### config.mk
export PLATFORM = sky130hd
export DESIGN_NAME = xbm_bits_stream_decoder_unit
export DESIGN_NICKNAME = d
export VERILOG_FILES = /design/src/hw/rtl/xbm_pkg.sv /design/src/hw/rtl/xbm_core.sv /design/src/hw/rtl/xbm_res_fifo.sv /design/src/hw/rtl/xbm_bits_stream_decoder_unit.sv
export SDC_FILE = /design/constraint.sdc
export NUM_CORES = 1
export LEC_CHECK = 0
export ABC_AREA = 1
export ABC_CLOCK_PERIOD_IN_PS = 16300
export BUFFER_PORTS_ARGS = -buffer_cell sky130_fd_sc_hd__buf_2
export CAP_MARGIN = 25
export CORE_MARGIN = 5
export CORE_UTILIZATION = 45
export CTS_CLUSTER_SIZE = 20
export DETAILED_ROUTE_END_ITERATION = 10
export SLEW_MARGIN = 20
export SYNTH_ARGS = -nofsm -noshare
export SYNTH_HDL_FRONTEND = slang
export SYNTH_HIERARCHICAL = 1
export SYNTH_SLANG_ARGS = --single-unit
### constraint.sdc
create_clock -name clk -period 16.3 [get_ports clk]
set_input_delay 2.445 -clock clk [delete_from_list [all_inputs] [get_ports clk]]
set_output_delay 2.445 -clock clk [all_outputs]
set_load 0.02 [all_outputs]
### src/hw/rtl/xbm_pkg.sv
// Shared types, constants and helper functions for the bitmap bits stream decoder.
// No dependencies; imported by every module of the block.
package xbm_pkg;

    // Widths of the fixed fields and counters
    localparam int CHAR_W  = 8;
    localparam int SIDE_W  = 12;
    localparam int ACC_W   = 16;
    localparam int LP_W    = 10;
    localparam int ROW_W   = 12;
    localparam int CIDX_W  = 2;

    // Configuration register indexes
    typedef enum logic [CIDX_W-1:0] {
        CFG_IMAGE_WIDTH  = 2'd0,
        CFG_IMAGE_HEIGHT = 2'd1,
        CFG_WORD_FORMAT  = 2'd2
    } cfg_index_t;

    // Result status codes
    localparam logic STATUS_OK      = 1'b0;
    localparam logic STATUS_INVALID = 1'b1;

    // Word format codes
    localparam logic FMT_BYTE  = 1'b0;
    localparam logic FMT_SHORT = 1'b1;

    // Character codes
    localparam logic [CHAR_W-1:0] CH_0      = 8'h30;
    localparam logic [CHAR_W-1:0] CH_9      = 8'h39;
    localparam logic [CHAR_W-1:0] CH_UA     = 8'h41;
    localparam logic [CHAR_W-1:0] CH_UF     = 8'h46;
    localparam logic [CHAR_W-1:0] CH_LA     = 8'h61;
    localparam logic [CHAR_W-1:0] CH_LF     = 8'h66;
    localparam logic [CHAR_W-1:0] CH_SPACE  = 8'h20;
    localparam logic [CHAR_W-1:0] CH_COMMA  = 8'h2c;
    localparam logic [CHAR_W-1:0] CH_RBRACE = 8'h7d;
    localparam logic [CHAR_W-1:0] CH_LF_NL  = 8'h0a;
    localparam logic [CHAR_W-1:0] CH_TAB    = 8'h09;

    // One result item
    typedef struct packed {
        logic [7:0] data_byte;
        logic       status;
        logic       last_of_image;
    } result_t;

    // Results produced by one input item
    typedef struct packed {
        logic [1:0] count;
        result_t    r0;
        result_t    r1;
    } result_pair_t;

    // Hex digit decode
    typedef struct packed {
        logic       valid;
        logic [3:0] nibble;
    } hex_t;

    // Line/row counters after one advance
    typedef struct packed {
        logic [LP_W-1:0]  lp;
        logic [ROW_W-1:0] row;
        logic             last;
    } adv_t;

    function automatic hex_t hex_decode(input logic [CHAR_W-1:0] c);
        hex_t h;
        h.valid  = 1'b1;
        h.nibble = 4'd0;
        if (c >= CH_0 && c <= CH_9) begin
            h.nibble = 4'(c - CH_0);
        end else if (c >= CH_UA && c <= CH_UF) begin
            h.nibble = 4'(c - CH_UA + 8'd10);
        end else if (c >= CH_LA && c <= CH_LF) begin
            h.nibble = 4'(c - CH_LA + 8'd10);
        end else begin
            h.valid = 1'b0;
        end
        return h;
    endfunction

    function automatic logic is_delim(input logic [CHAR_W-1:0] c);
        return (c == CH_SPACE) || (c == CH_COMMA) || (c == CH_RBRACE) ||
               (c == CH_LF_NL) || (c == CH_TAB);
    endfunction

    // Count byte slots on the line; wrap to the next row at the line bound
    function automatic adv_t line_advance(input logic [LP_W-1:0]   lp,
                                          input logic [ROW_W-1:0]  row,
                                          input logic [1:0]        slots,
                                          input logic [LP_W-1:0]   bpl,
                                          input logic [SIDE_W-1:0] height);
        adv_t           a;
        logic [LP_W:0]  sum;
        logic [ROW_W:0] row_inc;
        sum     = {1'b0, lp} + {{(LP_W-1){1'b0}}, slots};
        row_inc = {1'b0, row} + {{ROW_W{1'b0}}, 1'b1};
        if (sum >= {1'b0, bpl}) begin
            a.lp   = '0;
            a.row  = row_inc[ROW_W-1:0];
            a.last = (row_inc >= {1'b0, height});
        end else begin
            a.lp   = sum[LP_W-1:0];
            a.row  = row;
            a.last = 1'b0;
        end
        return a;
    endfunction

endpackage

### src/hw/rtl/xbm_core.sv
// Decoder core: configuration registers, parse state and per-item result logic.
// Depends on xbm_pkg.
module xbm_core
    import xbm_pkg::*;
#(
    parameter int MAX_SIDE = 4095
)
(
    input  logic                clk,
    input  logic                rst_n,
    input  logic                cfg_write,
    input  logic [CIDX_W-1:0]   cfg_index,
    input  logic [SIDE_W-1:0]   cfg_data,
    input  logic                accept,
    input  logic [CHAR_W-1:0]   char_code,
    input  logic                end_of_stream,
    output result_pair_t        results
);

    logic [SIDE_W-1:0] width_reg;
    logic [SIDE_W-1:0] height_reg;
    logic              format_reg;

    logic [ACC_W-1:0]  acc_reg, acc_next;
    logic              seen_reg, seen_next;
    logic [LP_W-1:0]   lp_reg, lp_next;
    logic [ROW_W-1:0]  row_reg, row_next;
    logic              fin_reg, fin_next;

    hex_t              hd;
    logic              bad_dims;
    logic              pad;
    logic [LP_W-1:0]   bpl;
    logic [LP_W:0]     lp_plus2;
    logic              two_slot;
    adv_t              adv1;
    adv_t              adv2;

    // Hold configuration; writes never touch the parse state
    always_ff @(posedge clk or negedge rst_n)
    begin
        if (!rst_n)
        begin
            width_reg  <= '0;
            height_reg <= '0;
            format_reg <= FMT_BYTE;
        end
        else if (cfg_write)
        begin
            unique case (cfg_index)
                CFG_IMAGE_WIDTH:  width_reg  <= cfg_data;
                CFG_IMAGE_HEIGHT: height_reg <= cfg_data;
                CFG_WORD_FORMAT:  format_reg <= cfg_data[0];
                default: ;
            endcase
        end
    end

    // Line geometry and slot counting
    always_comb
    begin
        bad_dims = (width_reg == '0) || (height_reg == '0) ||
                   ({20'd0, width_reg} > 32'(MAX_SIDE)) ||
                   ({20'd0, height_reg} > 32'(MAX_SIDE));
        pad      = (format_reg == FMT_SHORT) && (width_reg[3:0] != 4'd0) &&
                   (width_reg[3:0] < 4'd9);
        bpl      = LP_W'(({1'b0, width_reg} + 13'd7) >> 3) + {{(LP_W-1){1'b0}}, pad};
        lp_plus2 = {1'b0, lp_reg} + 11'd2;
        two_slot = pad && (lp_plus2 >= {1'b0, bpl});
        hd       = hex_decode(char_code);
        adv1     = line_advance(lp_reg, row_reg, two_slot ? 2'd2 : 2'd1, bpl, height_reg);
        adv2     = line_advance(adv1.lp, adv1.row, 2'd1, bpl, height_reg);
    end

    // Next state and results for the accepted item
    always_comb
    begin
        acc_next  = acc_reg;
        seen_next = seen_reg;
        lp_next   = lp_reg;
        row_next  = row_reg;
        fin_next  = fin_reg;
        results   = '0;
        if (accept && !fin_reg)
        begin
            if (bad_dims || end_of_stream)
            begin
                fin_next      = 1'b1;
                results.count = 2'd1;
                results.r0    = '{data_byte: 8'd0, status: STATUS_INVALID, last_of_image: 1'b1};
            end
            else if (hd.valid)
            begin
                acc_next  = {acc_reg[ACC_W-5:0], hd.nibble};
                seen_next = 1'b1;
            end
            else if (is_delim(char_code) && seen_reg)
            begin
                acc_next      = '0;
                seen_next     = 1'b0;
                lp_next       = adv1.lp;
                row_next      = adv1.row;
                fin_next      = adv1.last;
                results.count = 2'd1;
                results.r0    = '{data_byte: acc_reg[7:0], status: STATUS_OK,
                                  last_of_image: adv1.last};
                // Emit the high byte unless the line or image closed on the low byte
                if ((format_reg == FMT_SHORT) && !two_slot && !adv1.last)
                begin
                    lp_next       = adv2.lp;
                    row_next      = adv2.row;
                    fin_next      = adv2.last;
                    results.count = 2'd2;
                    results.r1    = '{data_byte: acc_reg[15:8], status: STATUS_OK,
                                      last_of_image: adv2.last};
                end
            end
        end
    end

    // Advance parse state
    always_ff @(posedge clk or negedge rst_n)
    begin
        if (!rst_n)
        begin
            acc_reg  <= '0;
            seen_reg <= 1'b0;
            lp_reg   <= '0;
            row_reg  <= '0;
            fin_reg  <= 1'b0;
        end
        else
        begin
            acc_reg  <= acc_next;
            seen_reg <= seen_next;
            lp_reg   <= lp_next;
            row_reg  <= row_next;
            fin_reg  <= fin_next;
        end
    end

endmodule

### src/hw/rtl/xbm_res_fifo.sv
// Four-entry result queue taking up to two result items per cycle, giving one per cycle while not stalled.
// Depends on xbm_pkg.
module xbm_res_fifo
    import xbm_pkg::*;
(
    input  logic         clk,
    input  logic         rst_n,
    input  result_pair_t push,
    output logic         full2,
    output logic         out_valid,
    input  logic         out_stall,
    output result_t      out_item
);

    localparam int DEPTH = 4;
    localparam int PTR_W = $clog2(DEPTH);
    localparam int CNT_W = $clog2(DEPTH + 1);

    result_t            mem [DEPTH];
    logic [PTR_W-1:0]   wr_ptr_reg, wr_ptr_next;
    logic [PTR_W-1:0]   rd_ptr_reg, rd_ptr_next;
    logic [CNT_W-1:0]   count_reg, count_next;
    logic               pop;
    logic [PTR_W-1:0]   wr_ptr_plus1;

    assign out_valid    = (count_reg != '0);
    assign out_item     = mem[rd_ptr_reg];
    assign full2        = (count_reg > CNT_W'(DEPTH - 2));
    assign pop          = out_valid && !out_stall;
    assign wr_ptr_plus1 = wr_ptr_reg + PTR_W'(1);

    // Pointer and fill count update
    always_comb
    begin
        wr_ptr_next = wr_ptr_reg + PTR_W'(push.count);
        rd_ptr_next = rd_ptr_reg + PTR_W'(pop);
        count_next  = count_reg + CNT_W'(push.count) - CNT_W'(pop);
    end

    always_ff @(posedge clk or negedge rst_n)
    begin
        if (!rst_n)
        begin
            wr_ptr_reg <= '0;
            rd_ptr_reg <= '0;
            count_reg  <= '0;
        end
        else
        begin
            wr_ptr_reg <= wr_ptr_next;
            rd_ptr_reg <= rd_ptr_next;
            count_reg  <= count_next;
        end
    end

    // Write the low-byte item, then the high-byte item behind it
    always_ff @(posedge clk)
    begin
        if (push.count != 2'd0)
        begin
            mem[wr_ptr_reg] <= push.r0;
        end
        if (push.count == 2'd2)
        begin
            mem[wr_ptr_plus1] <= push.r1;
        end
    end

endmodule

### src/hw/rtl/xbm_bits_stream_decoder_unit.sv
// Top level of the bitmap bits stream decoder: joins the decoder core and result queue.
// Depends on xbm_pkg, xbm_core and xbm_res_fifo.
//
// Usage:
//   Input channel (in_valid/in_stall) carries one text character per item
//   (char_code) or an end marker (end_of_stream). Output channel
//   (out_valid/out_stall) carries decoded bytes with status and
//   last_of_image. Configuration (cfg_valid/cfg_ready, cfg_index, cfg_data)
//   sets image_width, image_height and word_format; cfg_ready is always high.
//   Write configuration only while the block is idle.
//   Throughput: one character per cycle while in_stall is low. A delimiter in sixteen-bit format
//   can give two bytes, which leave the output one per cycle while out_stall is low.
//   Result items are formed combinationally by the core and registered in
//   the result queue, which hands them to the output in order.
//   The four-entry result queue sets the input side: in_stall rises when
//   fewer than two free entries remain, so a stalled receiver backs up the
//   input once three or four items wait.
//   Reset clears the registers, the parse state and the queue; a new image
//   starts only after reset. After the last byte or an error result the
//   block gives no more output until reset.
module xbm_bits_stream_decoder_unit
    import xbm_pkg::*;
#(
    parameter int MAX_SIDE = 4095
)
(
    input  logic                clk,
    input  logic                rst_n,
    input  logic                in_valid,
    output logic                in_stall,
    input  logic [CHAR_W-1:0]   char_code,
    input  logic                end_of_stream,
    output logic                out_valid,
    input  logic                out_stall,
    output logic [7:0]          data_byte,
    output logic                status,
    output logic                last_of_image,
    input  logic                cfg_valid,
    output logic                cfg_ready,
    input  logic [CIDX_W-1:0]   cfg_index,
    input  logic [SIDE_W-1:0]   cfg_data
);

    result_pair_t results;
    result_t      out_item;
    logic         full2;
    logic         accept;

    assign cfg_ready = 1'b1;
    assign in_stall  = full2;
    assign accept    = in_valid && !full2;

    // Parse characters and form result items
    xbm_core #(
        .MAX_SIDE(MAX_SIDE)
    ) u_core (
        .clk           (clk),
        .rst_n         (rst_n),
        .cfg_write     (cfg_valid && cfg_ready),
        .cfg_index     (cfg_index),
        .cfg_data      (cfg_data),
        .accept        (accept),
        .char_code     (char_code),
        .end_of_stream (end_of_stream),
        .results       (results)
    );

    // Queue result items toward the receiver
    xbm_res_fifo u_fifo (
        .clk       (clk),
        .rst_n     (rst_n),
        .push      (results),
        .full2     (full2),
        .out_valid (out_valid),
        .out_stall (out_stall),
        .out_item  (out_item)
    );

    assign data_byte     = out_item.data_byte;
    assign status        = out_item.status;
    assign last_of_image = out_item.last_of_image;

endmodule

==> impl_metrics.env, run 1 <==
export IMPL_dieWidth_um=149
export IMPL_power_internal_uw=581
export IMPL_numPortBuffers=39
export IMPL_max_freq_ghz=0.107
export IMPL_end_kind="flip-flop"
export IMPL_io_pins=41
export IMPL_worstSkewPairLatency_ps=360
export IMPL_overflow=0
export IMPL_arrival_ps=9400
export IMPL_crit_required_ps=16400
export IMPL_rows=50
export IMPL_total_power_uw=971
export IMPL_final_hold_viol_count=0
export IMPL_htreeDepth=3
export IMPL_p_leak_nw=4.50
export IMPL_antenna_found_initial=0
export IMPL_slew_violations=0
export IMPL_synth_area_um2=8670
export IMPL_grt_max_degree=73
export IMPL_drv_cap=0
export IMPL_slowest_stage="fa_1"
export IMPL_dp_final_hpwl_um=15600
export IMPL_grt_pass1_wl_um=34600
export IMPL_dieArea_um2=22100
export IMPL_largest_reg_flops=40
export IMPL_cts_buffers=9
export IMPL_drt_initial_drc_count=428
export IMPL_fp_coreArea_um2=18800
export IMPL_avgSynthCellArea_um2=7.51
export IMPL_die_height_um=149
export IMPL_tightest_slew_ps=1050
export IMPL_power_per_cell_area_nw_per_um2=104
export IMPL_wl_um=20200
export IMPL_cts_resized_gates=0
export IMPL_peakVddDrop_v=0.0000563
export IMPL_drc=0
export IMPL_post_cts_buffers=0
export IMPL_track_usage_pct=19.1
export IMPL_crit_type="reg -> reg"
export IMPL_final_util_pct=49.5
export IMPL_num_antenna_cells=0
export IMPL_dr_total_vias=7194
export IMPL_cts_root_buf="clkbuf_16"
export IMPL_cts_sinks=112
export IMPL_fin_skew_ps=8.01
export IMPL_rsz0062_at_grt="no"
export IMPL_outcome="finished, final reports clean"
export IMPL_p_clk_share_pct=24.2
export IMPL_period_share_pct=57.1
export IMPL_p_sw_share_pct=40.2
export IMPL_synthesis_nets=1247
export IMPL_gp_congestion=0.894
export IMPL_ys_seq_area_share_pct=34.6
export IMPL_firstDrtPassIters=4
export IMPL_synth_cell_types=56
export IMPL_layout_drive_gt1_share_pct=12.2
export IMPL_nNetsFinal=1268
export IMPL_critical_path_max_fanout=31
export IMPL_wire_per_inst_um=14.0
export IMPL_power_frac_seq_pct=38.4
export IMPL_hp_class="reg -> reg"
export IMPL_slew_headroom_pct=29.1
export IMPL_power_switching_uw=390
export IMPL_clk_pin_slew_ps=80
export IMPL_ys_ff_latch=112
export IMPL_synth_edf_count=40
export IMPL_tns_ps=0
export IMPL_post_drt_via_cell_ratio=5.00
export IMPL_critPathLaunchType="flip-flop"
export IMPL_ant_nets=0
export IMPL_clock_path_buffers=2
export IMPL_postCtsHoldBufs=0
export IMPL_final_cell_mix="248 x nand2_1, 187 x inv_1, 105 x nor2_1"
export IMPL_setup_viol=0
export IMPL_synth_ff_type="dfrtp_1"
export IMPL_area_growth_pct=7.48
export IMPL_tritoncts="built"
export IMPL_finalCriticalPeriod_ps=9300
export IMPL_ys_async_sr_fraction_pct=64.3
export IMPL_max_stage_delay_ps=470
export IMPL_final_common_cell="nand2_1"
export IMPL_yosys_warnings=6
export IMPL_comb_power_share_pct=37.4
export IMPL_grt_pass1_vias=6918
export IMPL_netlist_instances=1154
export IMPL_initial_core_util_pct=46.0
## routing by layer
metal / vias up / global-route usage, % / wire length (µm)
met2: 142 / 30.9 / 9150
met4: 0 / 4.71 / 287
met3: 22 / 3.04 / 722
li1: 3795 / - / -
met1: 3235 / 27.0 / 10000
met5: - / 0 / 0
## critical path: cells and delay by family, from the launching register on
kind	cells	cell delay [ps]
AND/OR/NAND/NOR	24	2690
buffers and inverters	7	700
AO/OA/AOI/OAI	15	2030
XOR/XNOR	3	1150
flip-flops	1	390
adder cells (fa/ha/maj)	7	2070
## power groups by stage
stage | clock network, mW | registers [mW] | logic, mW
2_1_floorplan | 0 | 0.361 | 0.286
3_3_place_gp | 0 | 0.378 | 0.358
3_5_place_dp | 0 | 0.379 | 0.363
4_1_cts | 0.243 | 0.373 | 0.365
5_1_grt | 0.255 | 0.379 | 0.419
6_report | 0.235 | 0.372 | 0.363
## cells by family after synthesis
group | share of synthesized area (%)
and+or+nand+nor | 25.8
buffers and inverters | 11.4
AOI/OAI and AO/OA | 14.3
DFF | 34.6
adders and majority gates | 9.55
xor gates and xnor gates | 4.24
other | 0.0866
## stage by stage
step,setup slack [ps],instance area [µm²],hold WS (ps),cells
after detailed placement,7070,8980,461,1423
after CTS,7010,9300,480,1439
after global routing,5830,9320,496,1440
final,7000,9320,476,1440
after floorplan,8430,8670,442,1154
after global placement,7210,8980,458,1423
## cell usage after synthesis, types with 6 or more instances
cell type    n  area [µm²]
xnor2_1      7        61.3
a21oi_1     32         160
o21ai_2     29         254
xor2_1      35         307
buf_2        6        30.0
nand2_2     11        68.8
clkbuf_1    14        52.6
ha_1        63         788
nor2_2      10        62.6
nor2_1     105         394
nor4_1       6        37.5
nand3_1     69         345
nand2_1    248         931
edfxtp_1    40        1200
inv_1      187         702
nor2_4       7        78.8
inv_2        7        26.3
o22ai_1     12        75.1
nand4_1     10        62.6
o21ai_0     73         365
buf_6       10         113
o21ai_1     26         130
nor3_1      12        60.1
dfrtp_1     72        1800
## cell type report
cell class              count  area, µm²
repair buffers             45        255
well taps                 260        325
fillers                  1857       9510
inverters                 196        738
flip-flops and latches    112       3000
clock inverters             7       90.1
clock buffers               9        225
multi-input cells         811       4680
## worst paths after layout
check	start	endpoint	slack, ps	cells after the start
max in group asynchronous	rst_n	u_core/acc_reg[1]	13690	2
setup reg to reg	u_core/width_reg[2]	u_fifo/mem[1][0]	7000	56
hold / removal	u_fifo/rd_ptr_reg[1]	u_fifo/rd_ptr_reg[1]	480	2
hold reg to reg	u_fifo/rd_ptr_reg[1]	u_fifo/rd_ptr_reg[1]	480	2
setup / recovery	u_core/width_reg[2]	u_fifo/mem[1][0]	7000	56
min in group asynchronous	rst_n	u_core/width_reg[7]	2030	1
Note: power is estimated with default switching activity, not from simulation.
==> run 2, diff against run 1 <==
ABC_CLOCK_PERIOD_IN_PS = 8200   (was 16300)
clock period = 8.2 ns   (was 16.3 ns; I/O delays follow)
==> run 2 against run 1 <==
Against the previous run: setup slack worse by 6600 ps; combinational power is 140% higher; register-to-register slack worse by 6600 ps; global-route usage is 0.15 points higher; critical endpoint is now u_fifo/mem[2][0]; largest cell class unchanged.
==> impl_metrics.env, run 2 (synthesized netlist as in run 1, its figures left out) <==
export IMPL_num_antenna_cells=0
export IMPL_slew_headroom_pct=47.9
export IMPL_cts_buffers=9
export IMPL_gp_congestion=0.945
export IMPL_power_switching_uw=828
export IMPL_clk_pin_slew_ps=80
export IMPL_p_leak_nw=4.75
export IMPL_wire_per_inst_um=14.3
export IMPL_numPortBuffers=39
export IMPL_slowest_stage="dfrtp_1"
export IMPL_outcome="finished, final reports clean"
export IMPL_postCtsHoldBufs=0
export IMPL_max_freq_ghz=0.128
export IMPL_slew_violations=0
export IMPL_grt_pass1_vias=6917
export IMPL_drt_initial_drc_count=426
export IMPL_critical_path_max_fanout=6
export IMPL_placed_cells=1447
export IMPL_comb_power_share_pct=41.5
export IMPL_p_clk_share_pct=22.5
export IMPL_fillers=1768
export IMPL_finalCriticalPeriod_ps=7830
export IMPL_dieArea_um2=22100
export IMPL_period_share_pct=95.5
export IMPL_io_pins=41
export IMPL_peakVddDrop_v=0.000120
export IMPL_worstSkewPairLatency_ps=360
export IMPL_post_drt_via_cell_ratio=5.02
export IMPL_firstDrtPassIters=5
export IMPL_wl_um=21100
export IMPL_hold_worst_slack_ps=489
export IMPL_clock_path_buffers=2
export IMPL_grt_max_degree=73
export IMPL_final_common_cell="nand2_1"
export IMPL_crit_required_ps=8310
export IMPL_p_sw_share_pct=40.2
export IMPL_dr_total_vias=7429
export IMPL_fin_area_um2=10000
export IMPL_htreeDepth=3
export IMPL_critPathLaunchType="flip-flop"
export IMPL_nNetsFinal=1307
export IMPL_max_stage_delay_ps=400
export IMPL_dieWidth_um=149
export IMPL_cts_sinks=112
export IMPL_power_per_cell_area_nw_per_um2=205
export IMPL_setup_viol=0
export IMPL_cts_root_buf="clkbuf_16"
export IMPL_tightest_slew_ps=782
export IMPL_drc=0
export IMPL_fin_skew_ps=11.9
export IMPL_crit_type="reg -> reg"
export IMPL_rsz0062_at_grt="yes"
export IMPL_track_usage_pct=19.3
export IMPL_tns_ps=0
export IMPL_dp_final_hpwl_um=15700
export IMPL_end_kind="flip-flop"
export IMPL_arrival_ps=7940
export IMPL_crit_top_cell="nand2_2"
export IMPL_overflow=0
export IMPL_die_height_um=149
export IMPL_hp_class="reg -> reg"
export IMPL_final_hold_viol_count=0
export IMPL_area_growth_pct=15.7
export IMPL_antenna_found_initial=0
export IMPL_tritoncts="built"
export IMPL_final_cell_mix="230 x nand2_1, 177 x inv_1, 96 x nor2_1"
export IMPL_rows=50
export IMPL_layout_drive_gt1_share_pct=20.2
export IMPL_drv_cap=0
export IMPL_fin_cells=1479
export IMPL_grt_pass1_wl_um=35000
export IMPL_power_internal_mw=1.23
export IMPL_final_util_pct=53.3
export IMPL_fp_coreArea_um2=18800
export IMPL_power_frac_seq_pct=36.0
export IMPL_place_area_um2=9160
export IMPL_initial_core_util_pct=46.0
export IMPL_ant_nets=0
export IMPL_largest_reg_flops=40
==> run 2: changes by cell type in the layout (fill, tap and decap cells not counted), moves of 5 or more <==
cell,change
buf_4,+36
ha_1,-10
ha_4,+9
inv_1,-10
inv_2,+9
nand2_1,-18
nand2_2,+13
nor2_1,-9
nor2_4,+7
o21ai_0,-5
==> run 2: area by class of cell <==
type	instances	area, µm²	share of cell area (%)
inverters	196	746	7.43
clock buffers	9	225	2.24
repair buffers	84	589	5.87
clock inverters	7	85.1	0.848
multi-input cells	811	5060	50.4
flip-flops and latches	112	3000	29.9
well taps	260	325	3.24
==> run 2: worst max-delay path: cells and delay by family, from the launching register on <==
kind / cells / cell delay, ps
xor+xnor: 3 / 460
flops: 1 / 400
compound gates: 13 / 1730
fa+ha+maj: 7 / 1610
simple gates: 30 / 2770
buf+inv: 8 / 560
==> run 2: power groups by stage <==
stage / Combinational, mW / Sequential, mW / Clock, mW
after detailed placement: 0.748 / 0.751 / 0
after global routing: 0.964 / 0.754 / 0.499
final: 0.856 / 0.742 / 0.464
after CTS: 0.756 / 0.739 / 0.477
after global placement: 0.743 / 0.750 / 0
after floorplan: 0.569 / 0.718 / 0
==> run 2: per-layer routing <==
layer / track usage [%] / wire length (µm) / up-vias / part of all wire (%)
li1: - / - / 3864 / -
met1: 28.3 / 10300 / 3383 / 49
met2: 30.4 / 9630 / 168 / 46
met3: 2.92 / 958 / 14 / 4.5
met4: 4.07 / 222 / 0 / 1.1
met5: 0 / 0 / - / 0
==> run 2: worst paths after layout <==
check | startpoint | to | slack, ps | cells after the start
setup reg to reg | u_core/width_reg[1] | u_fifo/mem[2][0] | 370 | 61
max in group asynchronous | rst_n | u_core/width_reg[3] | 6900 | 2
hold / removal | u_core/row_reg[7] | u_core/row_reg[7] | 490 | 2
min in group asynchronous | rst_n | u_core/lp_reg[8] | 740 | 1
hold reg to reg | u_core/row_reg[7] | u_core/row_reg[7] | 490 | 2
setup / recovery | u_core/width_reg[1] | u_fifo/mem[2][0] | 370 | 61
==> run 2: per-stage QoR <==
stage	worst slack, ps	total power, mW
2_1_floorplan	326	1.29
3_3_place_gp	135	1.49
3_5_place_dp	-47.5	1.50
4_1_cts	4.16	1.97
5_1_grt	-166	2.22
6_report	370	2.06
==> run 2: what timing repair did <==
| item | CTS | global route |
|---|---|---|
| gates resized for setup | 4 | 95 |
| pin swaps | 0 | 58 |
| setup endpoints to repair | 4 | 28 |
| buffers inserted | 0 | 15 |
| endpoints found under the hold margin | 0 | 0 |
| cloned | 0 | 1 |
